File: src/design/uvst_pkg.sv
// shared types, constants and arithmetic helpers of the uv sphere tessellator
package uvst_pkg;

    localparam int MAX_SEGMENTS  = 256;
    localparam int MIN_SEGMENTS  = 3;
    localparam int SEG_W         = $clog2(MAX_SEGMENTS + 1);
    localparam int RAD_W         = 16;
    localparam int CFG_W         = 16;
    localparam int IDX_W         = 17;
    localparam int POS_W         = 17;
    localparam int NORM_W        = 16;
    localparam int TEX_W         = 17;
    localparam int Q_W           = 33;
    localparam int CW            = 34;
    localparam int PROD_W        = 64;
    localparam int RPROD_W       = 50;
    localparam int TRIG_W        = 32;
    localparam int CORDIC_STEPS  = 30;
    localparam int CORDIC_STAGES = CORDIC_STEPS / 2;
    localparam int CORDIC_LAT    = CORDIC_STAGES + 2;
    localparam int CORDIC_X0     = 652032874;
    localparam int DIV_BITS      = 4;
    localparam int DIV_STAGES    = 32 / DIV_BITS;
    localparam int PH_STAGE      = DIV_STAGES + 1;
    localparam int TRIG_STAGE    = PH_STAGE + CORDIC_LAT;
    localparam int PIPE_LAST     = TRIG_STAGE + 4;
    localparam int FIFO_DEPTH    = 4;
    localparam int FIFO_PTR_W    = $clog2(FIFO_DEPTH);

    localparam logic [RAD_W-1:0] RADIUS_RESET  = 16'd256;
    localparam logic [SEG_W-1:0] SEGMENT_RESET = SEG_W'(16);

    localparam logic [31:0] ATAN_TURN [0:CORDIC_STEPS-1] = '{
        32'h20000000, 32'h12E4051E, 32'h09FB385B, 32'h051111D4, 32'h028B0D43,
        32'h0145D7E1, 32'h00A2F61E, 32'h00517C55, 32'h0028BE53, 32'h00145F2F,
        32'h000A2F98, 32'h000517CC, 32'h00028BE6, 32'h000145F3, 32'h0000A2FA,
        32'h0000517D, 32'h000028BE, 32'h0000145F, 32'h00000A30, 32'h00000518,
        32'h0000028C, 32'h00000146, 32'h000000A3, 32'h00000051, 32'h00000029,
        32'h00000014, 32'h0000000A, 32'h00000005, 32'h00000003, 32'h00000001
    };

    typedef enum logic [1:0] {
        KIND_VERTEX = 2'd0,
        KIND_INDEX  = 2'd1,
        KIND_REJECT = 2'd2
    } kind_t;

    typedef enum logic {
        REG_RADIUS  = 1'b0,
        REG_SEGMENT = 1'b1
    } cfg_reg_t;

    typedef struct packed {
        logic [SEG_W-1:0] r;
        logic [Q_W-1:0]   q;
    } div_t;

    typedef struct packed {
        logic             reject;
        logic             edge_pt;
        logic [IDX_W-1:0] cur;
        logic [IDX_W-1:0] nxt;
        logic [SEG_W-1:0] n;
        logic [RAD_W-1:0] radius;
        logic [TEX_W-1:0] tex_u;
        logic [TEX_W-1:0] tex_v;
    } meta_t;

    typedef struct packed {
        meta_t meta;
        div_t  dt;
        div_t  ds;
    } item_t;

    typedef struct packed {
        logic signed [CW-1:0] x;
        logic signed [CW-1:0] y;
        logic signed [CW-1:0] z;
    } cordic_t;

    function automatic div_t div_steps(input div_t a, input logic [SEG_W-1:0] n);
        div_t b;
        logic [SEG_W:0] t;
        b = a;
        for (int k = 0; k < DIV_BITS; k++)
        begin
            t = {b.r, 1'b0};
            if (t >= {1'b0, n})
            begin
                b.r = SEG_W'(t - {1'b0, n});
                b.q = {b.q[Q_W-2:0], 1'b1};
            end
            else
            begin
                b.r = t[SEG_W-1:0];
                b.q = {b.q[Q_W-2:0], 1'b0};
            end
        end
        return b;
    endfunction

    function automatic cordic_t cordic_iter(input cordic_t a, input logic [4:0] i);
        logic signed [CW-1:0] x;
        logic signed [CW-1:0] y;
        logic signed [CW-1:0] z;
        logic signed [CW-1:0] dx;
        logic signed [CW-1:0] dy;
        logic signed [CW-1:0] at;
        cordic_t b;
        x  = a.x;
        y  = a.y;
        z  = a.z;
        dx = y >>> i;
        dy = x >>> i;
        at = $signed({2'b00, ATAN_TURN[i]});
        if (!z[CW-1])
        begin
            b.x = x - dx;
            b.y = y + dy;
            b.z = z - at;
        end
        else
        begin
            b.x = x + dx;
            b.y = y - dy;
            b.z = z + at;
        end
        return b;
    endfunction

    function automatic logic signed [TRIG_W-1:0] sat_q30(input logic signed [CW-1:0] v,
                                                        input logic neg);
        logic signed [CW-1:0] t;
        t = neg ? -v : v;
        if (t > 34'sd1073741824)
            return 32'sd1073741824;
        else if (t < -34'sd1073741824)
            return -32'sd1073741824;
        else
            return t[TRIG_W-1:0];
    endfunction

    function automatic logic signed [Q_W-1:0] round30(input logic signed [PROD_W-1:0] p);
        logic signed [PROD_W-1:0] t;
        t = (p + 64'sd536870912) >>> 30;
        return t[Q_W-1:0];
    endfunction

    function automatic logic signed [POS_W-1:0] to_pos(input logic signed [RPROD_W-1:0] q);
        logic signed [RPROD_W-1:0] t;
        t = (q + 50'sd536870912) >>> 30;
        if (t > 50'sd65535)
            return 17'sd65535;
        else if (t < -50'sd65535)
            return -17'sd65535;
        else
            return t[POS_W-1:0];
    endfunction

    function automatic logic signed [NORM_W-1:0] to_norm(input logic signed [Q_W-1:0] c);
        logic signed [Q_W-1:0] t;
        t = (c + 33'sd32768) >>> 16;
        if (t > 33'sd16384)
            return 16'sd16384;
        else if (t < -33'sd16384)
            return -16'sd16384;
        else
            return t[NORM_W-1:0];
    endfunction

    function automatic logic [TEX_W-1:0] tex_of(input logic [Q_W-1:0] q);
        logic [Q_W:0] t;
        t = {1'b0, q} + 34'd32768;
        return t[Q_W-1:16];
    endfunction

endpackage

File: src/design/uvst_front.sv
// front: configuration registers, input beat acceptance and grid point classification
module uvst_front import uvst_pkg::*;
(
    input  logic             clk,
    input  logic             rst_n,
    input  logic             cfg_write_en,
    input  logic             cfg_index,
    input  logic [CFG_W-1:0] cfg_data,
    input  logic             in_valid,
    output logic             in_ready,
    input  logic [SEG_W-1:0] ring,
    input  logic [SEG_W-1:0] sector,
    input  logic             q_full,
    output logic             q_push,
    output item_t            q_data
);

    logic [RAD_W-1:0] radius_reg;
    logic [SEG_W-1:0] seg_reg;
    logic [SEG_W-1:0] seg_next;
    logic [SEG_W-1:0] seg_wr;
    logic [19:0]      row_base;
    logic             ring_ge;
    logic             sector_ge;

    assign seg_wr = cfg_data[SEG_W-1:0];

    always_comb
    begin
        if (seg_wr < SEG_W'(MIN_SEGMENTS))
            seg_next = SEG_W'(MIN_SEGMENTS);
        else if (seg_wr > SEG_W'(MAX_SEGMENTS))
            seg_next = SEG_W'(MAX_SEGMENTS);
        else
            seg_next = seg_wr;
    end

    always_ff @(posedge clk or negedge rst_n)
    begin
        if (!rst_n)
        begin
            radius_reg <= RADIUS_RESET;
            seg_reg    <= SEGMENT_RESET;
        end
        else if (cfg_write_en)
        begin
            if (cfg_index == REG_RADIUS)
                radius_reg <= cfg_data[RAD_W-1:0];
            else
                seg_reg <= seg_next;
        end
    end

    assign in_ready = !q_full;
    assign q_push   = in_valid && !q_full;

    assign ring_ge   = (ring >= seg_reg);
    assign sector_ge = (sector >= seg_reg);
    assign row_base  = 20'(ring) * 20'({1'b0, seg_reg} + 1'b1);

    // first quotient bit of i * 2^32 / n is taken here, the rest in the back
    always_comb
    begin
        q_data.meta.reject  = (ring > seg_reg) || (sector > seg_reg);
        q_data.meta.edge_pt = (ring == seg_reg) || (sector == seg_reg);
        q_data.meta.cur     = IDX_W'(row_base + 20'(sector));
        q_data.meta.nxt     = IDX_W'(row_base + 20'(sector) + 20'(seg_reg) + 20'd1);
        q_data.meta.n       = seg_reg;
        q_data.meta.radius  = radius_reg;
        q_data.meta.tex_u   = '0;
        q_data.meta.tex_v   = '0;
        q_data.dt.r         = ring_ge ? SEG_W'(ring - seg_reg) : ring;
        q_data.dt.q         = Q_W'(ring_ge);
        q_data.ds.r         = sector_ge ? SEG_W'(sector - seg_reg) : sector;
        q_data.ds.q         = Q_W'(sector_ge);
    end

endmodule

File: config.mk
export PLATFORM = sky130hd
export DESIGN_NAME = uvst_front
export DESIGN_NICKNAME = d
export VERILOG_FILES = /design/src/design/uvst_pkg.sv /design/src/design/uvst_front.sv
export SDC_FILE = /design/constraint.sdc
export NUM_CORES = 1
export LEC_CHECK = 0
export ABC_CLOCK_PERIOD_IN_PS = 13800
export BUFFER_PORTS_ARGS = -buffer_cell sky130_fd_sc_hd__buf_2
export CAP_MARGIN = 10
export CORE_MARGIN = 2
export CORE_UTILIZATION = 40
export DETAILED_ROUTE_END_ITERATION = 7
export PLACE_DENSITY = 0.67
export SETUP_SLACK_MARGIN = 0.3
export SYNTH_ARGS = -nofsm -noshare
export SYNTH_HDL_FRONTEND = slang
export SYNTH_SLANG_ARGS = --single-unit
export TNS_END_PERCENT = 1
File: constraint.sdc
create_clock -name clk -period 13.8 [get_ports clk]
set_input_delay 2.07 -clock clk [delete_from_list [all_inputs] [get_ports clk]]
set_output_delay 2.07 -clock clk [all_outputs]
set_load 0.1 [all_outputs]
## After elaboration in Yosys (flattened, before gate mapping)

Index checks and enable logic that the tools add are counted.

| word-level totals | value |
|---|---|
| flip-flop bits (word level) | 25 |

| operators by class | value |
|---|---|
| add/subtract/negate cells | 6 |
| multiply operators | 1 |
| order comparisons | 6 |
| equality and inequality tests | 2 |
| muxes and demuxes | 4 |
| bitwise gates (word level) | 1 |
| reduce and logical (&&, ||, !) cells | 6 |

Operators by type and width:

| cell | number |
|---|---|
| 9-bit 2-to-1 mux | 4 |
| 17-bit by 9-bit adder with 17-bit output | 2 |
| 9-bit == test | 2 |
| 9-bit greater-or-equal comparator | 2 |
| 9-bit greater-than comparator | 2 |
| 9-bit subtractor | 2 |
| 17-bit by 1-bit adder with 17-bit output (second input constant) | 1 |
| 9-bit by 10-bit multiplier with 17-bit output | 1 |
| 9-bit by 1-bit adder with 10-bit output (second input constant) | 1 |
| 9-bit greater-than comparator (second input constant) | 1 |
| 9-bit by 2-bit less-than comparator with 1-bit output (second input constant) | 1 |
| 2-bit AND reduction | 2 |
| 1-bit logical OR | 2 |
| 1-bit logical AND | 1 |
| 1-bit logical NOT | 1 |
| 1-bit inverter | 1 |

## Logic depth before layout (Yosys ltp)

Gate-level depths: netlist of the first run.

| logic depth | value |
|---|---|
| word-level depth | 5 |
| depth in mapped cells | 25 |
| depth with buffers taken out | 24 |

## Worst setup path before layout of the first run

Ideal clock, no wire load.

| timing path | value |
|---|---|
| path kind | input -> output |
| start | input port ring[2] |
| end | output port q_data[155] (netlist name) |
| arrival time | 10.047 ns |
| data required time | 11.730 ns |
| setup slack | 1.683 ns |
| stages | 21 |
| buffers on the path | 1 |
| cells stage by stage | clkbuf_1 -> nand2_1 -> fa_1 -> inv_1 -> fa_1 -> inv_1 -> fa_1 -> inv_1 -> fa_1 -> fa_1 -> ha_1 -> nor4_1 -> o21ai_1 -> o211ai_1 -> xnor2_1 -> ha_1 -> or3_1 -> o21ai_0 -> nor3b_1 -> nand3_1 -> xnor2_1 |

RTL lines:

| what | RTL line | text |
|---|---|---|
| start: declaration | uvst_front.sv:11 | `input logic [SEG_W-1:0] ring,` |
| end: declaration | uvst_front.sv:15 | `output item_t q_data` |

==> results.md, run 1 <==
- Status: finished, final reports clean
- Worst EP arrival: 7.86 ns
- Initial antenna violation count: 0
- # DRC: 0
- Post-synthesis async set-or-reset flop share: 1.000
- Cell Area, Synth: 0.006484 sq mm
- Post-layout min period: 9.929 ns
- Hold crit path type: reg2reg
- Multiplexer area fraction after synthesis: 0.05982
- Global route total overflow: 0
- Port Buffer Count: 122
- Post-CTS Setup Inserts: 0
- Register area share after synthesis: 0.09687
- HPWL Detailed: 12720 microns
- Initial DRC Count: 196
- # diodes: 0
- Final clock skew: 0 ns
- Reg area: 628.1 sq um
- Routed WL: 14980 microns
- Post-Synth XOR/XNOR Area: 0.06600
- Setup violations, final: 0
- Largest net degree at the start of global routing: 26
- EDFF count, synth: 0
- Fill cell count: 1615
- I/O pins: 221
- H-tree levels: 1
- Row count: 46
- Fin nets: 1037
- Die area: 0.01724 sq mm
- Core area: 0.01589 sq mm
- Yosys warnings: 0
- Initial Utilization: 0.4082
- Max reg flops: 16
- Cell accounting for the most synthesized area: fa_1
- Post-CTS Resized: 0
- Final core occ: 0.4409
- Synth Register Bits: 25
- Routed wire per std cell: 13.96 microns
- Cts bufs inserted: 3
- Unrepaired setup endpoints after global routing: false
- Setup TNS: 0 ns
- Synth Flop Type: dfrtp_1
- CTS tree: built
- Die Y: 131.3 microns
- GPL Wtd Cong: 0.8713
- Top post-synthesis cells by area: fa_1 (20%), ha_1 (14%), buf_4 (12%)
- Worst Setup End Kind: output pin
- GRT Total Usage: 0.1765
- Clk Latency, worst-skew pair: 0.25 ns
- Routed Antenna Nets: 0
- Clock sink total: 25
- WP data required: 11.73 ns
- Root buf cell: clkbuf_16
- DR vias: 5033
- Adder-Cell Fraction of Synth Area: 0.3423
- TritonRoute pass-1 iters: 4
- Vias per inst: 4.691
- Clock Pin Slew Worst Setup and Hold Paths: 0.06 ns
- Mean area per synthesized cell: 8.656 sq um
- Leading cell type by number of instances after synthesis: buf_4
- Final worst path period share: 0.7195
- Global-route wire length before repair: 25390 microns
- FMAX: 100.7 MHz
- Worst-margin pin slew: 0.8541 ns
- Final Hold Fails: 0
- Die width: 131.3 microns
- Worst Setup Start Kind: input port
- Post-synth top area share: 0.1976
- Area growth, synth to finish: 8.028%
- Rel. slew slack: 0.4265
- Number of global-route vias before repair: 5148
- Max-cap viol count: 0
- Post-Syn Instances: 749
- Largest family of logic cells by synthesized area: adder cells
- Max FO, Critical Path: 12
- Area share of and/or/nand/nor cells after synthesis: 0.1723
- CP Class: in2out
- Multi-input gate area: 0.005075 sq mm
- CTS hold repair buffers: 0
- Max-slew violations: 0
- Synth Area in Compound Gates: 0.08549
- Layout cell share with drive strength beyond 1: 0.1984
- Synth top cells by count: buf_4 (100), inv_1 (87), ha_1 (75)
- Cell variety after synth: 61
- Clk buf depth: 2
cell families after synthesis:
kind of cell / after synthesis
AO/OA/AOI/OAI: 82
XOR/XNOR: 48
adder cells (fa/ha/maj): 139
buffers and inverters: 204
flip-flops: 25
multiplexers: 35
other: 1
AND/OR/NAND/NOR: 215
final cells by class:
type,count,share of cell area
Multi-Input combinational cell,617,0.7245
Tap cell,216,0.03859
Clock buffer,4,0.01125
Timing Repair Buffer,124,0.08932
Inverter,87,0.04662
Sequential cell,25,0.08967
worst max-delay path, stage by stage:
cell and delay, ns:
buf_2 0.22, nand2_1 0.11, fa_1 0.57, inv_1 0.05
fa_1 0.49, inv_1 0.05, fa_1 0.47, inv_1 0.05
fa_1 0.57, fa_1 0.43, ha_1 0.26, nor4_1 0.27
o21ai_1 0.15, o211ai_1 0.14, xnor2_1 0.17, ha_1 0.24
or3_1 0.12, o21ai_0 0.06, nor3b_1 0.56, nand3_1 0.17
xnor2_1 0.17, buf_2 0.44
metrics by stage:
stage | hold slack, ns | cells | setup WS [ns] | cell area (sq um)
4_1_cts | 0.5018 | 1073 | 3.807 | 7004
2_1_floorplan | 0.8215 | 846 | 1.683 | 6848
3_3_place_gp | 0.4821 | 1069 | 3.932 | 6925
6_report | 0.5002 | 1073 | 3.872 | 7004
3_5_place_dp | 0.4885 | 1069 | 3.830 | 6925
5_1_grt | 0.5102 | 1073 | 3.293 | 7004
layer usage:
layer  global-route usage  vias up  share of wire
li1                     -     2472              -
met1               0.2392     2392           0.47
met2               0.3029      155           0.47
met3              0.02546       14          0.053
met4              0.03200        0          0.014
met5                    0        -              0
path summary, 6_finish.rpt:
check | from | to | slack (ns) | cells after the start
setup reg to reg | seg_reg[0]$_DFFE_PN0P_ | seg_reg[0]$_DFFE_PN0P_ | 12.86 | 2
max in group asynchronous | rst_n | seg_reg[4]$_DFFE_PN1P_ | 11.64 | 1
hold / removal | radius_reg[14]$_DFFE_PN0P_ | radius_reg[14]$_DFFE_PN0P_ | 0.50 | 1
hold reg to reg | radius_reg[14]$_DFFE_PN0P_ | radius_reg[14]$_DFFE_PN0P_ | 0.50 | 1
setup / recovery | ring[2] | q_data[155] | 3.87 | 22
min in group asynchronous | rst_n | radius_reg[15]$_DFFE_PN0P_ | 1.79 | 1
cells in the final DEF, fill, tap and decap left out, types with 11 or more instances in the layout:
master and n:
a21oi_1 14, buf_2 122, nor2b_1 11, conb_1 98
ha_1 75, and2_1 49, nand2_1 63, xnor2_1 35
mux2_2 30, dfrtp_1 23, nor2_1 40, inv_1 87
fa_1 64, o21ai_0 19, xor2_1 12
Power of run 1 is left out: the tool's default activity adds up to more than one toggle a clock period on the data nets, which glitch-free logic cannot reach.
==> inputs of run 2 (changes only) <==
ABC_AREA = 1   (was default)
ABC_CLOCK_PERIOD_IN_PS = 9000   (was 13800)
PLACE_DENSITY = 0.69   (was 0.67)
clock period = 9 ns   (was 13.8 ns; I/O delays follow)
==> run 2 against run 1 <==
  * Worst hold slack got worse by 0.016 ns
  * Clock skew did not move
  * Flip-flop and latch count did not move
  * Sequential share of layout area fell by 0.84 points
  * Setup slack got worse by 3.2 ns
  * Die area rose by 7.2%
  * Count of clock-buffer cells in the layout did not move
  * Via count rose by 20%
  * Area after synthesis rose by 7.4%
  * Global-route usage rose by 2.4 points
==> results.md, run 2 <==
- Status: finished, final reports clean
- Yosys warnings: 0 (unchanged)
- # diodes: 0 (unchanged)
- Crit-path max cell delay: 0.55 ns (-0.02 ns)
- Clk Latency, worst-skew pair: 0.26 ns (about the same)
- Post-layout min period: 8.297 ns
- Core area: 0.01718 sq mm (+8.1%)
- Cell Area, Synth: 0.006964 sq mm (+7.4%)
- Global route total overflow: 0 (unchanged)
- Synth Flop Type: dfrtp_1
- Fill cell count: 1778 (+10%)
- DR vias: 6047 (+20%)
- Vias per inst: 4.623 (-1.4%)
- Number of global-route vias before repair: 5759 (+12%)
- Placed Instances: 1301 (+22%)
- Leading cell type by number of instances after synthesis: nand2_1
- Global-route wire length before repair: 29550 microns (+16%)
- Max FO, Critical Path: 9 (-3)
- Port Buffer Count: 122 (unchanged)
- Clock Pin Slew Worst Setup and Hold Paths: 0.06 ns (about the same)
- Most common cell after layout, fill and taps aside: nand2_1
- CTS tree: built
- CP max stage cell: fa_1
- Multi-input gate area: 0.005390 sq mm (+6.2%)
- Row count: 48 (+4.3%)
- EDFF count, synth: 0 (unchanged)
- Routed wire per std cell: 13.93 microns (-0.25%)
- FF-to-FF setup slack: 7.94 ns (-4.92 ns)
- CTS hold repair buffers: 0 (unchanged)
- Area growth, synth to finish: 12.13%
- I/O pins: 221 (unchanged)
- GRT Total Usage: 0.2004 (+0.02392)
- HPWL Detailed: 15580 microns (+22%)
- Cts bufs inserted: 3 (unchanged)
- Die Y: 136.0 microns (+3.5%)
- Worst EP arrival: 6.95 ns (-0.91 ns)
- Cell accounting for the most synthesized area: fa_1
- Max reg flops: 16 (unchanged)
- Rel. slew slack: 0.4895 (+0.06297)
- Final Hold Fails: 0 (unchanged)
- Root buf cell: clkbuf_16
- Top post-synthesis cells by area: fa_1 (18%), ha_1 (13%), buf_4 (11%)
- Initial DRC Count: 340 (+73%)
- Die width: 136.0 microns (+3.5%)
- Final worst-path setup slack: 0.7033 ns (-3.168 ns)
- Final clock skew: 0 ns (unchanged)
- GPL Wtd Cong: 0.8914 (+2.3%)
- FMAX: 120.5 MHz
- Post-Syn Instances: 963 (+29%)
- Die area: 0.01848 sq mm (+7.2%)
- Fin nets: 1263 (+22%)
- Hold Crit Depth: 2 (+1)
- Initial antenna violation count: 0 (unchanged)
- Setup TNS: 0 ns (unchanged)
- Worst-margin pin slew: 0.7640 ns (-0.09016 ns)
- Post-synth top area share: 0.1840 (-0.01363)
- Synth top cells by count: nand2_1 (196), inv_1 (181), buf_4 (102)
- Routed WL: 18220 microns (+22%)
- Largest net degree at the start of global routing: 26 (unchanged)
- Hold crit path type: reg2reg
- Cell variety after synth: 41 (-33%)
- CP Class: in2out
- Final worst path period share: 0.9219
- Routed Antenna Nets: 0 (unchanged)
- Worst Setup Start Kind: input port
- WP data required: 7.65 ns (-4.08 ns)
- Max-cap viol count: 0 (unchanged)
- TritonRoute pass-1 iters: 5 (+1)
- Worst slack, placed: 0.3827 ns (-3.447 ns)
- Reg area: 634.4 sq um (+1.0%)
- Max-slew violations: 0 (unchanged)
- # DRC: 0 (unchanged)
- Worst Reg-to-Reg Cells: 2 (unchanged)
- H-tree levels: 1 (unchanged)
- Most frequent cells in the layout: nand2_1 (191), inv_1 (178), buf_2 (116)
- Most used cell, CP: fa_1
- Post-synthesis async set-or-reset flop share: 1.000 (unchanged)
- Clock sink total: 25 (unchanged)
- Setup violations, final: 0 (unchanged)
- Synth Register Bits: 25 (unchanged)
- Layout cell share with drive strength beyond 1: 0.2225 (+0.02416)
- Worst Setup End Kind: output pin
- Fin cells: 1308 (+22%)
- Register area share after synthesis: 0.09019 (-0.006683)
- Initial Utilization: 0.4054 (-0.002711)
- Unrepaired setup endpoints after global routing: false
- Mean area per synthesized cell: 7.232 sq um (-16%)
- Clk buf depth: 2 (unchanged)
==> run 2: cell count changes after synthesis, moves of 9 or more <==
cell | previous run | this run
nor2b_1 | 11 | 0
mux2_2 | 30 | 9
nor2_1 | 40 | 74
nand3_2 | 1 | 11
nand3_1 | 5 | 33
inv_1 | 87 | 181
nand2_1 | 63 | 196
nand2_2 | 0 | 19
and2_1 | 49 | 1
o21ai_2 | 0 | 9
xnor2_1 | 35 | 18
a21oi_1 | 14 | 29
==> run 2: layout make-up <==
cell class,instances,share of cell area
tap,225,0.03605
timing repair buffer,129,0.09053
multi-input combinational,735,0.6903
sequential,25,0.08124
inverter,190,0.09181
clock buffer,4,0.01009
==> run 2: logic make-up (layout without fill, tap and decap cells) <==
kind of cell	count (synthesis)	in the layout	synth area share
AND/OR/NAND/NOR	370	370	0.2422
buffers and inverters	300	323	0.2177
adder cells (fa/ha/maj)	139	139	0.3187
AO/OA/AOI/OAI	84	84	0.07205
XOR/XNOR	35	35	0.04402
flip-flops	25	25	0.09019
multiplexers	9	9	0.01455
other	1	98	0.0005385
==> run 2: critical path, delay by kind of cell <==
kind | cells | cell delay, ns
xor+xnor | 1 | 0.10
buf+inv | 6 | 0.71
compound gates | 1 | 0.18
simple gates | 12 | 1.67
fa+ha+maj | 7 | 2.94
==> run 2: path summary, 6_finish.rpt <==
kind                                        endpoint                      start
max                                      q_data[158]                    ring[4]
min                        radius_reg[1]$_DFFE_PN0P_  radius_reg[1]$_DFFE_PN0P_
max reg2reg                   seg_reg[4]$_DFFE_PN1P_     seg_reg[4]$_DFFE_PN1P_
min reg2reg                radius_reg[1]$_DFFE_PN0P_  radius_reg[1]$_DFFE_PN0P_
max in group asynchronous     seg_reg[0]$_DFFE_PN0P_                      rst_n
min in group asynchronous  radius_reg[9]$_DFFE_PN0P_                      rst_n
==> run 2: timing repair <==
item	in CTS	in global routing
endpoints found under the hold margin	0	0
pin swaps	0	2
buffers inserted	0	3
resized for setup	1	24
endpoints found under the setup margin	3	8
==> run 2: layer usage <==
layer / share of wire / global-route usage
met5: 0 / 0
met4: 0.011 / 0.01910
met3: 0.070 / 0.02908
met2: 0.46 / 0.3426
met1: 0.46 / 0.2788
==> run 2: metrics by stage <==
step	hold slack (ns)	utilization	area (sq um)
4_1_cts	0.4840	0.4484	7702
3_5_place_dp	0.4679	0.4436	7620
3_3_place_gp	0.4642	0.4436	7620
5_1_grt	0.5083	0.4546	7809
6_report	0.4841	0.4546	7809
2_1_floorplan	0.7140	-	7471
Power of run 2 is left out for the same reason.
