==> src/design/uvst_pkg.sv <==
// shared types, constants and arithmetic helpers of the uv sphere tessellator
package uvst_pkg;

    localparam int MAX_SEGMENTS  = 256;
    localparam int MIN_SEGMENTS  = 3;
    localparam int SEG_W         = $clog2(MAX_SEGMENTS + 1);
    localparam int RAD_W         = 16;
    localparam int CFG_W         = 16;
    localparam int IDX_W         = 17;
    localparam int POS_W         = 17;
    localparam int NORM_W        = 16;
    localparam int TEX_W         = 17;
    localparam int Q_W           = 33;
    localparam int CW            = 34;
    localparam int PROD_W        = 64;
    localparam int RPROD_W       = 50;
    localparam int TRIG_W        = 32;
    localparam int CORDIC_STEPS  = 30;
    localparam int CORDIC_STAGES = CORDIC_STEPS / 2;
    localparam int CORDIC_LAT    = CORDIC_STAGES + 2;
    localparam int CORDIC_X0     = 652032874;
    localparam int DIV_BITS      = 4;
    localparam int DIV_STAGES    = 32 / DIV_BITS;
    localparam int PH_STAGE      = DIV_STAGES + 1;
    localparam int TRIG_STAGE    = PH_STAGE + CORDIC_LAT;
    localparam int PIPE_LAST     = TRIG_STAGE + 4;
    localparam int FIFO_DEPTH    = 4;
    localparam int FIFO_PTR_W    = $clog2(FIFO_DEPTH);

    localparam logic [RAD_W-1:0] RADIUS_RESET  = 16'd256;
    localparam logic [SEG_W-1:0] SEGMENT_RESET = SEG_W'(16);

    localparam logic [31:0] ATAN_TURN [0:CORDIC_STEPS-1] = '{
        32'h20000000, 32'h12E4051E, 32'h09FB385B, 32'h051111D4, 32'h028B0D43,
        32'h0145D7E1, 32'h00A2F61E, 32'h00517C55, 32'h0028BE53, 32'h00145F2F,
        32'h000A2F98, 32'h000517CC, 32'h00028BE6, 32'h000145F3, 32'h0000A2FA,
        32'h0000517D, 32'h000028BE, 32'h0000145F, 32'h00000A30, 32'h00000518,
        32'h0000028C, 32'h00000146, 32'h000000A3, 32'h00000051, 32'h00000029,
        32'h00000014, 32'h0000000A, 32'h00000005, 32'h00000003, 32'h00000001
    };

    typedef enum logic [1:0] {
        KIND_VERTEX = 2'd0,
        KIND_INDEX  = 2'd1,
        KIND_REJECT = 2'd2
    } kind_t;

    typedef enum logic {
        REG_RADIUS  = 1'b0,
        REG_SEGMENT = 1'b1
    } cfg_reg_t;

    typedef struct packed {
        logic [SEG_W-1:0] r;
        logic [Q_W-1:0]   q;
    } div_t;

    typedef struct packed {
        logic             reject;
        logic             edge_pt;
        logic [IDX_W-1:0] cur;
        logic [IDX_W-1:0] nxt;
        logic [SEG_W-1:0] n;
        logic [RAD_W-1:0] radius;
        logic [TEX_W-1:0] tex_u;
        logic [TEX_W-1:0] tex_v;
    } meta_t;

    typedef struct packed {
        meta_t meta;
        div_t  dt;
        div_t  ds;
    } item_t;

    typedef struct packed {
        logic signed [CW-1:0] x;
        logic signed [CW-1:0] y;
        logic signed [CW-1:0] z;
    } cordic_t;

    function automatic div_t div_steps(input div_t a, input logic [SEG_W-1:0] n);
        div_t b;
        logic [SEG_W:0] t;
        b = a;
        for (int k = 0; k < DIV_BITS; k++)
        begin
            t = {b.r, 1'b0};
            if (t >= {1'b0, n})
            begin
                b.r = SEG_W'(t - {1'b0, n});
                b.q = {b.q[Q_W-2:0], 1'b1};
            end
            else
            begin
                b.r = t[SEG_W-1:0];
                b.q = {b.q[Q_W-2:0], 1'b0};
            end
        end
        return b;
    endfunction

    function automatic cordic_t cordic_iter(input cordic_t a, input logic [4:0] i);
        logic signed [CW-1:0] x;
        logic signed [CW-1:0] y;
        logic signed [CW-1:0] z;
        logic signed [CW-1:0] dx;
        logic signed [CW-1:0] dy;
        logic signed [CW-1:0] at;
        cordic_t b;
        x  = a.x;
        y  = a.y;
        z  = a.z;
        dx = y >>> i;
        dy = x >>> i;
        at = $signed({2'b00, ATAN_TURN[i]});
        if (!z[CW-1])
        begin
            b.x = x - dx;
            b.y = y + dy;
            b.z = z - at;
        end
        else
        begin
            b.x = x + dx;
            b.y = y - dy;
            b.z = z + at;
        end
        return b;
    endfunction

    function automatic logic signed [TRIG_W-1:0] sat_q30(input logic signed [CW-1:0] v,
                                                        input logic neg);
        logic signed [CW-1:0] t;
        t = neg ? -v : v;
        if (t > 34'sd1073741824)
            return 32'sd1073741824;
        else if (t < -34'sd1073741824)
            return -32'sd1073741824;
        else
            return t[TRIG_W-1:0];
    endfunction

    function automatic logic signed [Q_W-1:0] round30(input logic signed [PROD_W-1:0] p);
        logic signed [PROD_W-1:0] t;
        t = (p + 64'sd536870912) >>> 30;
        return t[Q_W-1:0];
    endfunction

    function automatic logic signed [POS_W-1:0] to_pos(input logic signed [RPROD_W-1:0] q);
        logic signed [RPROD_W-1:0] t;
        t = (q + 50'sd536870912) >>> 30;
        if (t > 50'sd65535)
            return 17'sd65535;
        else if (t < -50'sd65535)
            return -17'sd65535;
        else
            return t[POS_W-1:0];
    endfunction

    function automatic logic signed [NORM_W-1:0] to_norm(input logic signed [Q_W-1:0] c);
        logic signed [Q_W-1:0] t;
        t = (c + 33'sd32768) >>> 16;
        if (t > 33'sd16384)
            return 16'sd16384;
        else if (t < -33'sd16384)
            return -16'sd16384;
        else
            return t[NORM_W-1:0];
    endfunction

    function automatic logic [TEX_W-1:0] tex_of(input logic [Q_W-1:0] q);
        logic [Q_W:0] t;
        t = {1'b0, q} + 34'd32768;
        return t[Q_W-1:16];
    endfunction

endpackage

==> src/design/uvst_fifo.sv <==
// short queue between the classifying front and the compute back
module uvst_fifo import uvst_pkg::*;
(
    input  logic  clk,
    input  logic  rst_n,
    input  logic  push,
    input  item_t push_data,
    output logic  full,
    input  logic  pop,
    output item_t pop_data,
    output logic  valid
);

    item_t                 mem_reg [FIFO_DEPTH];
    logic [FIFO_PTR_W-1:0] wr_ptr_reg;
    logic [FIFO_PTR_W-1:0] rd_ptr_reg;
    logic [FIFO_PTR_W:0]   count_reg;
    logic [FIFO_PTR_W:0]   count_next;

    assign full     = (count_reg == (FIFO_PTR_W+1)'(FIFO_DEPTH));
    assign valid    = (count_reg != '0);
    assign pop_data = mem_reg[rd_ptr_reg];

    always_comb
    begin
        count_next = count_reg;
        if (push && !pop)
            count_next = count_reg + 1'b1;
        else if (pop && !push)
            count_next = count_reg - 1'b1;
    end

    always_ff @(posedge clk or negedge rst_n)
    begin
        if (!rst_n)
        begin
            wr_ptr_reg <= '0;
            rd_ptr_reg <= '0;
            count_reg  <= '0;
        end
        else
        begin
            if (push)
                wr_ptr_reg <= wr_ptr_reg + 1'b1;
            if (pop)
                rd_ptr_reg <= rd_ptr_reg + 1'b1;
            count_reg <= count_next;
        end
    end

    always_ff @(posedge clk)
    begin
        if (push)
            mem_reg[wr_ptr_reg] <= push_data;
    end

endmodule

==> config.mk <==
export PLATFORM = sky130hd
export DESIGN_NAME = uvst_fifo
export DESIGN_NICKNAME = d
export VERILOG_FILES = /design/src/design/uvst_pkg.sv /design/src/design/uvst_fifo.sv
export SDC_FILE = /design/constraint.sdc
export NUM_CORES = 1
export LEC_CHECK = 0
export ABC_AREA = 1
export BUFFER_PORTS_ARGS = -buffer_cell sky130_fd_sc_hd__buf_4
export CAP_MARGIN = 20
export CELL_PAD_IN_SITES_DETAIL_PLACEMENT = 0
export CELL_PAD_IN_SITES_GLOBAL_PLACEMENT = 1
export CORE_MARGIN = 3
export CORE_UTILIZATION = 49
export CTS_BUF_LIST = sky130_fd_sc_hd__clkbuf_8
export DETAILED_ROUTE_END_ITERATION = 7
export HOLD_SLACK_MARGIN = 0.1
export PLACE_DENSITY_LB_ADDON = 0.1
export SETUP_SLACK_MARGIN = 0.1
export SYNTH_ARGS = -nofsm -noshare
export SYNTH_HDL_FRONTEND = slang
export SYNTH_SLANG_ARGS = --single-unit
export TNS_END_PERCENT = 1
==> constraint.sdc <==
create_clock -name clk -period 5.5 [get_ports clk]
set_input_delay 1.1 -clock clk [delete_from_list [all_inputs] [get_ports clk]]
set_output_delay 1.1 -clock clk [all_outputs]
set_load 0.05 [all_outputs]
[Word-level counts from Yosys, hierarchy flattened]
Memories as Yosys holds them, arrays and structs flattened.
Cells that the tools add are included.
Storage, ports and cells
  output and inout port bits: 181
  word-level logic and storage cells: 19
  memories kept: 1
  input port bits: 183
  register bits: 7
  memory bits (writable): 716
Memories
  mem_reg: words 4, width 179, read ports 1, clocked after Yosys merged registers in 0, wr ports 1, RTL line uvst_fifo.sv:14  | item_t mem_reg [FIFO_DEPTH];
Cells by class
  muxes and demuxes: 4
  $add $sub $neg: 4
  eq/ne operators: 1
  reduce and logical (&&, ||, !) cells: 6
Operators with widths (number)
  $mux W3: 2
  $add A2 B1 Y2 const B: 2
  $add A3 B1 Y3 const B: 1
  $eq A3 B3 Y1 const B: 1
  $reduce_bool A3 Y1: 1
  $sub A3 B1 Y3 const B: 1
  $logic_and A1 B1 Y1: 2
  $logic_not A1 Y1: 2
  $mux W1: 2
  $reduce_bool A2 Y1: 1

[Longest topological paths before layout]
Gate-level depths: netlist of the first run.
  depth after elaboration: 4
  gate-level depth with buffers: 9
  mapped depth without buffers: 9

[Least setup slack after synthesis of the first run]
Ideal clock, no wire load.
  path type: in2reg
  from: input push
  to: memory mem_reg[0][0] in the netlist's numbering (enable)
  stages on the path: 3
  arrival: 4.851 ns
  slack: 0.118 ns
  path buffers: 1
  required time: 4.968 ns
  library setup time: 0.532 ns
  path through: clkbuf_1 > nand2_1 > inv_1
On the way
  longest elaborated chain between the ends: 2
RTL lines
  start, declared: RTL line uvst_fifo.sv:6  | input logic push,
  $mux W1: RTL line uvst_fifo.sv:53  | if (push)
  $mux W1 (implied by the code): RTL line uvst_fifo.sv:54  | mem_reg[wr_ptr_reg] <= push_data;
  end, declared: RTL line uvst_fifo.sv:14
No other way between the ends.

==> results, run 1 <==
- The flow ran to the end, and the final reports show no timing, DRC or antenna violations.
- Buffers inserted during clock tree synthesis total approximately 110.
- The tool flagged a number of max-cap violations equal to 0.
- The hold violation count in the final report is 0.
- The final-report max-slew violation count is 0.
- Dividing the final minimum period by the clock period gives 74.16%.
- The count of different cell masters after synthesis is 20.
- The clock tree skew after final layout is ~0.013 ns.
- The total track usage is 19.95%.
- The startpoint class of the critical path is a register.
- Of all nets on the critical path, the largest fanout is between 60 and 70.
- The clock group share of total power is 18.5%.
- The layout cell share with drive strength beyond 1 is approximately 24%.
- The DRC marker count from the first detailed-route iteration is 1037.
- CTS built an H-tree with a depth of 3.
- The nature of the critical path endpoint is an output pin.
- TritonCTS built the clock tree.
- In this run the core area contains ~90 standard-cell rows.
- The worst hold margin is 0.2412 ns.
- For this run, the post-layout net count is between 2000 and 3000.
- The number of vias per cell after detailed routing is 5.048.
- The cell area after technology mapping is slightly below 30000 um^2.
- The number of buffers added for setup after CTS is 0.
- Of the total power, registers draw between 30% and 40%.
- Prior to clock tree synthesis, the placed netlist has a worst setup slack of 2.114 ns.
- The wire length reported by the detailed router is 63.13 mm.
- The switching power summed over all nets is 9.767 mW.
- The floorplan step defined a die boundary enclosing 62440 um^2.
- The tree is rooted in a clkbuf_8.
- The total internal power is roughly 12 mW.
- The count of input and output buffers is 363.
- After detailed routing, the number of remaining DRC violations is 0.
- The areal power density over the cells is 629.8 nW/um^2.
- The gate count after technology mapping is 2137.
- The clock net in this run drives a total of between 700 and 800 sinks.
- The detailed-route via count is 17060.
- After layout, the worst setup slack is 1.421 ns.
- The static leakage power is approximately 14 nW.
- Averaged over all synthesized cells, the footprint is approximately 14 um^2.
- The standard cell core area is 58250 um^2.
- The number of warnings reported in the yosys synthesis log is 0.
- From synthesis to final layout, the design area changed by 18.31%.
- The count of nets left with antenna violations once routing finished came out at 0.
- The number of hold buffers added after CTS is 0.
- Entering global routing, the biggest net connects 189 pins.
- The net count after synthesis is about 2300.
- The reg2reg setup slack is 3.12 ns.
- The signal arrival time at the worst endpoint is 2.98 ns.
- The share of synthesized area occupied by flip-flops and latches is roughly three quarters.
- Net switching is 44.97% of the power.
- At the pin with the least slew margin, the transition time is 1.008 ns.
- The register with the most flip-flops in the layout has around 720 of them.
- Summing all placed instances gives a cell area of 32450 um^2.
- The number of global-route vias before repair is 16830.
- The wire length of the first global-routing pass is a little under 100 mm.
- The aggregate negative setup slack is 0 ns.
- The combinational group share of total power is 46.9%.
- The final critical-path required period is approximately 4.1 ns.
- For this run, the top clock speed supported by timing is 245.2 MHz.
- The number of instances resized during post-cts repair is 0.
- The worst IR drop on VDD is 0.6377 mV.
- The die is between 200 and 250 um wide.
- Setup repair after global routing left no endpoint under its margin.
- The required time of the critical path is 4.40 ns.
- With fillers left out, the area of the finished cells amounts to 34480 um^2.
- The path class of the tightest hold or removal check is in -> async.
- The final weighted congestion in routability-driven placement is between 0.8 and 0.9.
- The insertion delay of the later-clocked pin in the worst-skew pair is 0.66 ns.
- After global routing the overflow that remains totals 0.
- The number of optimization iterations in the first detailed-route pass is 5.
- The chip height is 249.9 um.
- The setup-violating endpoint count in the final report is 0.
- Summed over all nets, the half-perimeter wirelength after detailed placement is 38.23 mm.
- The fill cell instance count of the final layout is ~4600.
- The category of the most critical setup path is reg -> out.
- In this run, synthesis produced a sequential element count of between 700 and 800.
- The completed layout was analyzed and its total power is between 20 and 25 mW.
- For this configuration, the core starts out at a cell density of about 50%.
- In this run the tightest slew margin relative to its limit is 32.79%.
- After clock tree synthesis, the clock-pin slew on the worst setup and hold paths is 0.06 ns.
- The clock tree buffer depth is 3.
- The number of antenna violations at the first check in global routing came to 11.
- In the final routed layout, each cell accounts on average for about 19 um.
- The I/O pin count is 364.
-- critical path, cell delays in order (launching register included) --
cell and delay (ns):
dfrtp_4 0.64, inv_8 0.35, buf_4 0.63, o211ai_1 0.21, nand2_1 0.11, buf_4 0.21
-- final cells by class --
cell class | instances | area, um^2 | share of cell area, %
sequential | 723 | 21680 | 62.88
multi-input combinational | 924 | 5399 | 15.66
timing repair buffer | 387 | 2993 | 8.680
clock buffer | 115 | 1583 | 4.590
inverter | 370 | 1416 | 4.108
tap | 765 | 957.2 | 2.776
clock inverter | 86 | 427.9 | 1.241
antenna | 9 | 22.52 | 0.06531
-- power groups by stage --
| stage | Clock [mW] | Combinational [mW] | Sequential [mW] |
|---|---|---|---|
| final | 4.03 | 10.2 | 7.51 |
| after global placement | 0 | 10.3 | 7.60 |
| after detailed placement | 0 | 10.3 | 7.63 |
| after floorplan | 0 | 7.37 | 7.68 |
| after global routing | 4.39 | 10.9 | 7.59 |
| after CTS | 4.15 | 10.3 | 7.52 |
-- through the flow --
stage / util [%] / cells
2_1_floorplan: - / 2137
3_3_place_gp: 55.71 / 3169
3_5_place_dp: 55.71 / 3169
4_1_cts: 59.16 / 3370
5_1_grt: 59.20 / 3378
6_report: 59.20 / 3379
-- cell usage in the layout, fill, tap and decap left out --
cell type	Yosys	final
buf_12	0	7
buf_4	8	380
bufinv_16	0	3
clkbuf_8	0	115
clkinv_1	0	27
clkinv_2	0	12
clkinv_4	0	2
clkinvlp_4	0	3
dfrtp_1	7	5
dfrtp_4	0	2
diode_2	0	9
edfxtp_1	716	716
fa_1	1	1
ha_1	5	5
inv_1	369	406
inv_6	0	2
inv_8	0	1
nand2_1	551	551
nand3_1	1	1
nand4_1	1	1
nor2_1	1	1
nor3_1	1	1
o211ai_1	258	258
o211ai_2	100	100
o21ai_0	1	1
xnor2_1	1	1
xor2_1	3	3
-- synth_stat cells --
master    count  area share, %
nand4_1       1          0.021
buf_2        89            1.5
inv_1       369            4.8
clkbuf_1     11           0.14
xnor2_1       1          0.030
dfrtp_1       7           0.60
nor2_1        1          0.013
o21ai_0       1          0.017
nor3_1        1          0.017
nand3_1       1          0.017
ha_1          5           0.21
fa_1          1          0.069
buf_6        12           0.46
edfxtp_1    716             74
o211ai_2    100            4.3
o211ai_1    258            6.6
buf_4         8           0.21
inv_2         1          0.013
xor2_1        3          0.090
nand2_1     551            7.1
-- kinds of logic (layout without fill, tap and decap cells) --
kind of cell             count (synthesis)  after routing  share of synthesized area (%)
other                                    0              9                              0
AO/OA/AOI/OAI                          359            359                          10.96
buffers and inverters                  490            958                          7.105
XOR/XNOR                                 4              4                         0.1202
adder cells (fa/ha/maj)                  6              6                         0.2833
AND/OR/NAND/NOR                        555            555                          7.165
flip-flops                             723            723                          74.37
-- routing by layer --
layer  up-vias  share of wire, %  global-route usage [%]
met2       471                49                   32.52
met1      8246                42                   26.15
met3        93               6.5                   4.700
met5         -             0.043                       0
li1       8242                 -                       -
met4         4               2.3                   7.593
-- worst paths after layout --
| check | depth (start not counted) | start | end |
|---|---|---|---|
| min in group clk | 2 | count_reg[2] | count_reg[2] |
| min | 1 | rst_n | count_reg[1] |
| max in group asynchronous | 1 | rst_n | rd_ptr_reg[1] |
| max | 5 | rd_ptr_reg[1] | pop_data[27] |
| max reg2reg | 5 | wr_ptr_reg[0] | mem_reg[0][134] |
| min reg2reg | 2 | count_reg[2] | count_reg[2] |
(Power assumes the default switching activity.)
==> run 2: changes to the inputs <==
--- a/config.mk
+++ b/config.mk
@@ -11,7 +11,7 @@
 export CELL_PAD_IN_SITES_DETAIL_PLACEMENT = 0
 export CELL_PAD_IN_SITES_GLOBAL_PLACEMENT = 1
 export CORE_MARGIN = 3
-export CORE_UTILIZATION = 49
+export CORE_UTILIZATION = 45
 export CTS_BUF_LIST = sky130_fd_sc_hd__clkbuf_8
 export DETAILED_ROUTE_END_ITERATION = 7
 export HOLD_SLACK_MARGIN = 0.1
==> constraint.sdc (replaced) <==
create_clock -name clk -period 3.3 [get_ports clk]
set_input_delay 0.66 -clock clk [delete_from_list [all_inputs] [get_ports clk]]
set_output_delay 0.66 -clock clk [all_outputs]
set_load 0.05 [all_outputs]
==> run 2 against run 1 <==
Compared with the run above:
- register-to-register slack lost 1.7 ns
- combinational power is 74% higher
- worst hold slack worse by 0.075 ns
- clock power grew 67%
- via count up 1.5%
- sequential power is 66% higher
- sequential share of layout area is 2.7 points lower
- non-clock buffer count increased by 114
- highest routed layer unchanged
- global-route usage down 1.2 points
- power up 70%
- clock-buffer cell count up 4
- worst setup slack lost 1.2 ns
==> results, run 2 (same netlist as run 1, synthesis figures left out) <==
- The clock slew seen by the registers of the worst setup and hold paths is 0.06 ns.
- Setup repair after global routing left no endpoint under its margin.
- TritonCTS built the clock tree.
- The count of nets left with antenna violations once routing finished came out at 0.
- The setup-violating endpoint count in the final report is 0.
- The maximum net fanout on the critical path is 49.
- The max-capacitance violation count is 0.
- Entering global routing, the biggest net connects approximately 110 pins.
- The floorplan step defined a core boundary enclosing 63540 um^2.
- The clock network burns 18.3% of the power.
- The signal arrival time at the worst endpoint is 2.38 ns.
- The number of antenna violations at the first check in global routing is 11.
- The full die area is about 68000 um^2.
- In this run, placement finished with an instance count of approximately 3300.
- The final weighted congestion in routability-driven placement is 0.7311.
- The number of non-filler instances in the completed layout is 3583.
- The count of standard-cell rows is between 90 and 100.
- The wire-length estimate of the detail-placed layout is 36.57 mm.
- Timing would allow up to 329.3 MHz.
- The final-report max-slew violation count is 0.
- The worst setup path is launched from a register.
- Clock skew on the completed layout was measured at roughly 0.013 ns.
- Clock tree synthesis selected as its root buffer the cell clkbuf_8.
- In this run the cell area measured after placement is 32940 um^2.
- For this run, the total global-route usage over all layers was measured as a little under a fifth.
- The number of flip-flops under the largest register name is 716.
- The total congestion overflow is 0.
- The final standard cell area without fillers is 36020 um^2.
- For this design the ratio of total power to cell area is between 1000 and 1500 nW/um^2.
- The DRC violations left is 0.
- The layout cell share with drive strength beyond 1 is 23.64%.
- The transition time of the tightest slew-check pin is between 0.8 and 0.9 ns.
- The starting density of the core is approximately 46%.
- The top cell family by delay on the critical path is buffers and inverters.
- Data on the critical path is required at its endpoint by between 2 and 3 ns.
- The share of the core filled with cells in the final layout is 56.69%.
- The DRC marker count from the first detailed-route iteration is between 900 and 1000.
- The area growth from synthesis to layout is 23.58%.
- The I/O pin count is about 360.
- The number of instances resized during post-cts repair is 0.
- Fill cells in the final layout number ~5200.
- The worst path meets setup with 0.2629 ns of slack.
- The flow ran to the end, and the final reports show no timing, DRC or antenna violations.
- The pre-antenna-repair detailed-routing pass consisted of 4 iterations.
- In this run the number of H-tree levels came out at 3.
- The worst setup path is captured at an output pin.
- The total internal power is 20.39 mW.
- At the placement stage, the worst setup path has a slack of around 0.89 ns.
- The clock net in this run drives a total of 723 sinks.
- The hold violation count in the final report is 0.
- In the layout the commonest cells are edfxtp_1, nand2_1, inv_1.
- The class of the worst hold path is in -> reg.
- The worst setup path is of the reg -> out kind.
- The insertion delay of the later-clocked pin in the worst-skew pair is 0.68 ns.
- In this run the horizontal extent of the chip is around 260 um.
- For this run, the post-layout net count is 2825.
- The detailed router placed 17310 vias in this run.
- The number of CTS-inserted buffers is 116.
- Summed over all cells, the static leakage comes to between 10 and 15 nW.
- On the critical path, the stage with the largest delay is an instance of dfrtp_4.
- The most frequent standard cell in the layout excluding fill and tap cells is edfxtp_1.
- Buffers placed on the I/O ports in this run total 363.
- The critical path goes through inv_8, buf_12, o211ai_1, nand2_1, buf_4.
- Combinational logic is responsible for 48.0% of the overall power.
- The sequential power share is 33.8%.
- Across all hold checks on the routed design, the worst slack comes to 0.1660 ns.
- The analysis attributes to net switching a power of between 15 and 20 mW.
- The wire length reported by the detailed router is 63.94 mm.
- Setup total negative slack on the finished layout was measured at 0 ns.
- In this run the vertical extent of the chip is 260.5 um.
- The sum of internal, switching and leakage power is 36.88 mW.
- The peak per-stage delay on the critical path is 0.53 ns.
- The switching power share of the total is 44.71%.
- The worst pin sits at a relative slew slack of approximately 46%.
- IR analysis of the VDD net gives a maximum drop of 0.6786 mV.
- The buffering stage count on the worst path with inverters included is 3.
- The number of vias per cell after detailed routing is about 4.8.
- The number of global-route vias before repair came to roughly 17000.
- The final critical-path required period is 3.037 ns.
- The average wire per cell in the routed design is 17.84 um.
- No sink is reached through more buffers than the 3 on the longest clock path.
- The wire length of the first global-routing pass is 97.77 mm.
- The worst path uses 92.03% of the clock period.
[run 2: layer usage]
layer  up-vias  wire, um  track usage (%)
met1      8365     27030            23.98
met2       363     31420            31.22
met3        94      4128            5.017
li1       8487         -                -
met5         -        27                0
met4         4      1333            6.055
[run 2: worst paths after layout]
check	cells after the start	slack, ns	from	end
min in group asynchronous	2	0.39	rst_n	rd_ptr_reg[0]
worst max register to register	5	1.39	wr_ptr_reg[0]	mem_reg[0][112]
worst min register to register	2	0.47	count_reg[2]	count_reg[2]
worst min-delay path	1	0.17	push_data[172]	mem_reg[2][172]
max in group asynchronous	2	2.75	rst_n	rd_ptr_reg[1]
worst max-delay path	5	0.26	rd_ptr_reg[1]	pop_data[175]
[run 2: power by group through the flow]
stage	sequential (mW)	clock [mW]	combinational (mW)
2_1_floorplan	12.7	0	12.3
6_report	12.5	6.73	17.7
4_1_cts	12.5	6.99	18.0
3_3_place_gp	12.6	0	17.8
5_1_grt	12.6	7.41	18.9
3_5_place_dp	12.7	0	17.9
[run 2: cell type report]
class	count	area, um^2	area share (%)
multi-input combinational	924	5429	15.07
tap	846	1059	2.939
antenna	9	22.52	0.06253
clock inverter	91	399.1	1.108
inverter	370	1411	3.918
clock buffer	119	1638	4.547
sequential	723	21680	60.20
timing repair buffer	501	4377	12.15
[run 2: timing repair]
action                                  4_1_cts  5_1_grt
hold buffers                                101        0
endpoints found under the hold margin       370        0
setup buffers                                 1        0
endpoints found under the setup margin        2        0
==> run 3: changes to the inputs <==
--- a/config.mk
+++ b/config.mk
@@ -10,6 +10,7 @@
 export CAP_MARGIN = 20
 export CELL_PAD_IN_SITES_DETAIL_PLACEMENT = 0
 export CELL_PAD_IN_SITES_GLOBAL_PLACEMENT = 1
+export CORE_ASPECT_RATIO = 1.1
 export CORE_MARGIN = 3
 export CORE_UTILIZATION = 45
 export CTS_BUF_LIST = sky130_fd_sc_hd__clkbuf_8
==> run 3 against run 2 <==
Compared with the run above:
- design area is 1.6% higher
- clock-buffer cell count is 9 higher
- utilization is 0.52 points higher
- critical path type unchanged
- combinational power hardly changed
- global-route usage is 0.75 points higher
- worst setup slack better by 0.042 ns
- sequential cell count stayed put
- critical path depth stayed put
==> results, run 3 (same netlist as run 1, synthesis figures left out) <==
- The setup-violating endpoint count in the final report is 0.
- After detailed placement, the design holds a cell count of 3261.
- The worst hold margin is 0.1794 ns.
- The register with the most flip-flops in the layout has a little over 700 of them.
- After the last flow step, the layout net total stands at 2875.
- The worst setup path is of the reg -> out kind.
- The layout has 5280 filler cells.
- The startpoint of the lowest-slack register-to-register path is wr_ptr_reg[0].
- The number of non-filler instances in the completed layout is roughly 3600.
- At the end of the flow the core is filled with cells to 57.21%.
- The clock slew seen by the registers of the worst setup and hold paths is 0.06 ns.
- The final-report max-slew violation count is 0.
- The number of antenna violations at the first check in global routing is 6.
- The aggregate negative setup slack is 0 ns.
- The hold violation count in the final report is 0.
- The required time of the critical path is around 2.6 ns.
- For this run, the detailed router's first-pass iteration total came to 5.
- The full die area is a little under 70000 um^2.
- The wire length of the first global-routing pass is 102.8 mm.
- The area growth from synthesis to layout is 25.54%.
- On the final layout, the worst clock skew is roughly 0.016 ns.
- The die is about 250 um wide.
- The count of nets left with antenna violations once routing finished came out at 0.
- Clock tree synthesis inserted a total of 118 buffers.
- The worst setup path is launched from a register.
- Routability-driven placement finished with a final weighted congestion of 0.7481.
- Once the floorplan was initialized, standard cells occupied 45.57% of the core.
- The endpoint identified for the worst register-to-register timing path is mem_reg[2][89].
- The I/O pin count is approximately 360.
- The layout cell share with drive strength beyond 1 is 23.99%.
- The library cell used most frequently in the layout, excluding fill and tap cells, is edfxtp_1.
- Counting every sink on the clock net gives 723.
- Dividing the detail-routed wire length by the instance count gives 18.32 um.
- The tightest min-delay check is of the in -> reg type.
- The maximum number of pins on one net before global-route repair is between 100 and 150.
- The count of standard-cell rows is 97.
- The count of input and output buffers is ~360.
- The sum of internal, switching and leakage power is 37.42 mW.
- After detailed routing, the number of remaining DRC violations is 0.
- The maximum net fanout on the critical path is just over 50.
- The part of the cycle the worst path needs is 90.75%.
- Global routing consumed, over all layers together, 19.50% of the routing resources.
- The detailed-route via count is 17580.
- The post-DP HPWL is 37.95 mm.
- The max-capacitance violation count is 0.
- The longest clock path from root to sink contains 3 buffers.
- The worst-case IR drop observed on VDD is 0.7714 mV.
- The wire length reported by the detailed router is 66.54 mm.
- The smallest clock period supported by the final layout is computed as 2.995 ns.
- The number of global-route vias before repair is 17840.
- Measured along the y axis, the die boundary spans 272.9 um.
- The capturing element of the worst setup path is pop_data[93].
- The fmax is 333.9 MHz.
- The worst slew margin relative to its limit is 56.28%.
- The standard cell core area is 63960 um^2.
- Summed over all cells, the static leakage comes to 14.80 nW.
- Using the TritonRoute via totals, the vias-per-cell ratio works out to 4.841.
- The number of H-tree levels is 3.
- The CTS tree is done.
- The reg2reg setup slack is 1.43 ns.
- The top cell types in the final layout, fill and taps aside, are edfxtp_1, nand2_1, inv_1.
- The first routing iteration left between 700 and 800 violations.
- The insertion delay of the later-clocked pin in the worst-skew pair is 0.70 ns.
- The areal power density over the cells is 1023 nW/um^2.
- The most critical setup path has its startpoint at rd_ptr_reg[1].
- The number of cell instances on the worst register-to-register path is 5.
- STA classifies the critical path endpoint as an output pin.
- The clock root buffer master is clkbuf_8.
- Data on the critical path arrives at its endpoint at 2.33 ns.
- Setup repair after global routing left no endpoint under its margin.
- The total overflow left after global routing is 0.
- The flow ran to the end, and the final reports show no timing, DRC or antenna violations.
- The transition time of the tightest slew-check pin is 0.6558 ns.
## run 3: area by class of cell
| class | instances | area, um^2 | share of cell area, % |
|---|---|---|---|
| Antenna cell | 6 | 15.01 | 0.04104 |
| Clock buffer | 128 | 1762 | 4.815 |
| Clock inverter | 91 | 426.7 | 1.166 |
| Inverter | 370 | 1416 | 3.871 |
| Multi-Input combinational cell | 924 | 5429 | 14.84 |
| Sequential cell | 723 | 21680 | 59.26 |
| Tap cell | 841 | 1052 | 2.876 |
| Timing Repair Buffer | 549 | 4805 | 13.13 |
## run 3: worst max-delay path, stage by stage (launching register included)
cell and delay (ns):
dfrtp_4 0.54, clkinv_8 0.29, buf_4 0.34, o211ai_2 0.13, nand2_1 0.10, buf_4 0.21
## run 3: power by group
group | switching (mW) | internal, mW | total (mW) | leakage, nW
Clock | 3.39 | 3.71 | 7.10 | 1.27
Sequential | 0.439 | 12.0 | 12.4 | 6.66
Combinational | 12.9 | 5.00 | 17.9 | 6.87
## run 3: metal layers
layer	global-route usage, %	wire [um]	part of all wire (%)
met1	24.35	27920	42
met2	33.71	33490	50
met3	4.825	3966	6.0
met4	5.883	1156	1.7
met5	0	0	0
## run 3: timing repair
action                     CTS  global route
buffers inserted             0             5
setup endpoints to repair  179            55
gates resized for setup      1             1
cloned                       1             0
hold buffers               140             0
hold endpoints to repair   508             0
## run 3: worst min path at each step
| stage | startpoint | to | slack (ns) | cells after the start |
|---|---|---|---|---|
| CTS | push_data[91] | mem_reg[2][91] | 0.10 | 1 |
| detailed placement | count_reg[2] | count_reg[2] | 0.47 | 2 |
| floorplan | rst_n | count_reg[0] | 0.36 | 0 |
| finish | push_data[10] | mem_reg[2][10] | 0.18 | 1 |
| global route | push_data[33] | mem_reg[0][33] | 0.12 | 1 |
| global placement | count_reg[2] | count_reg[2] | 0.46 | 2 |
## run 3: through the flow
stage / setup WS (ns) / cell area (um^2)
floorplan: -0.6087 / 29210
global placement: 0.7350 / 32900
detailed placement: 0.7390 / 32900
CTS: 0.05569 / 36530
global route: 0.1143 / 36580
finish: 0.3052 / 36590
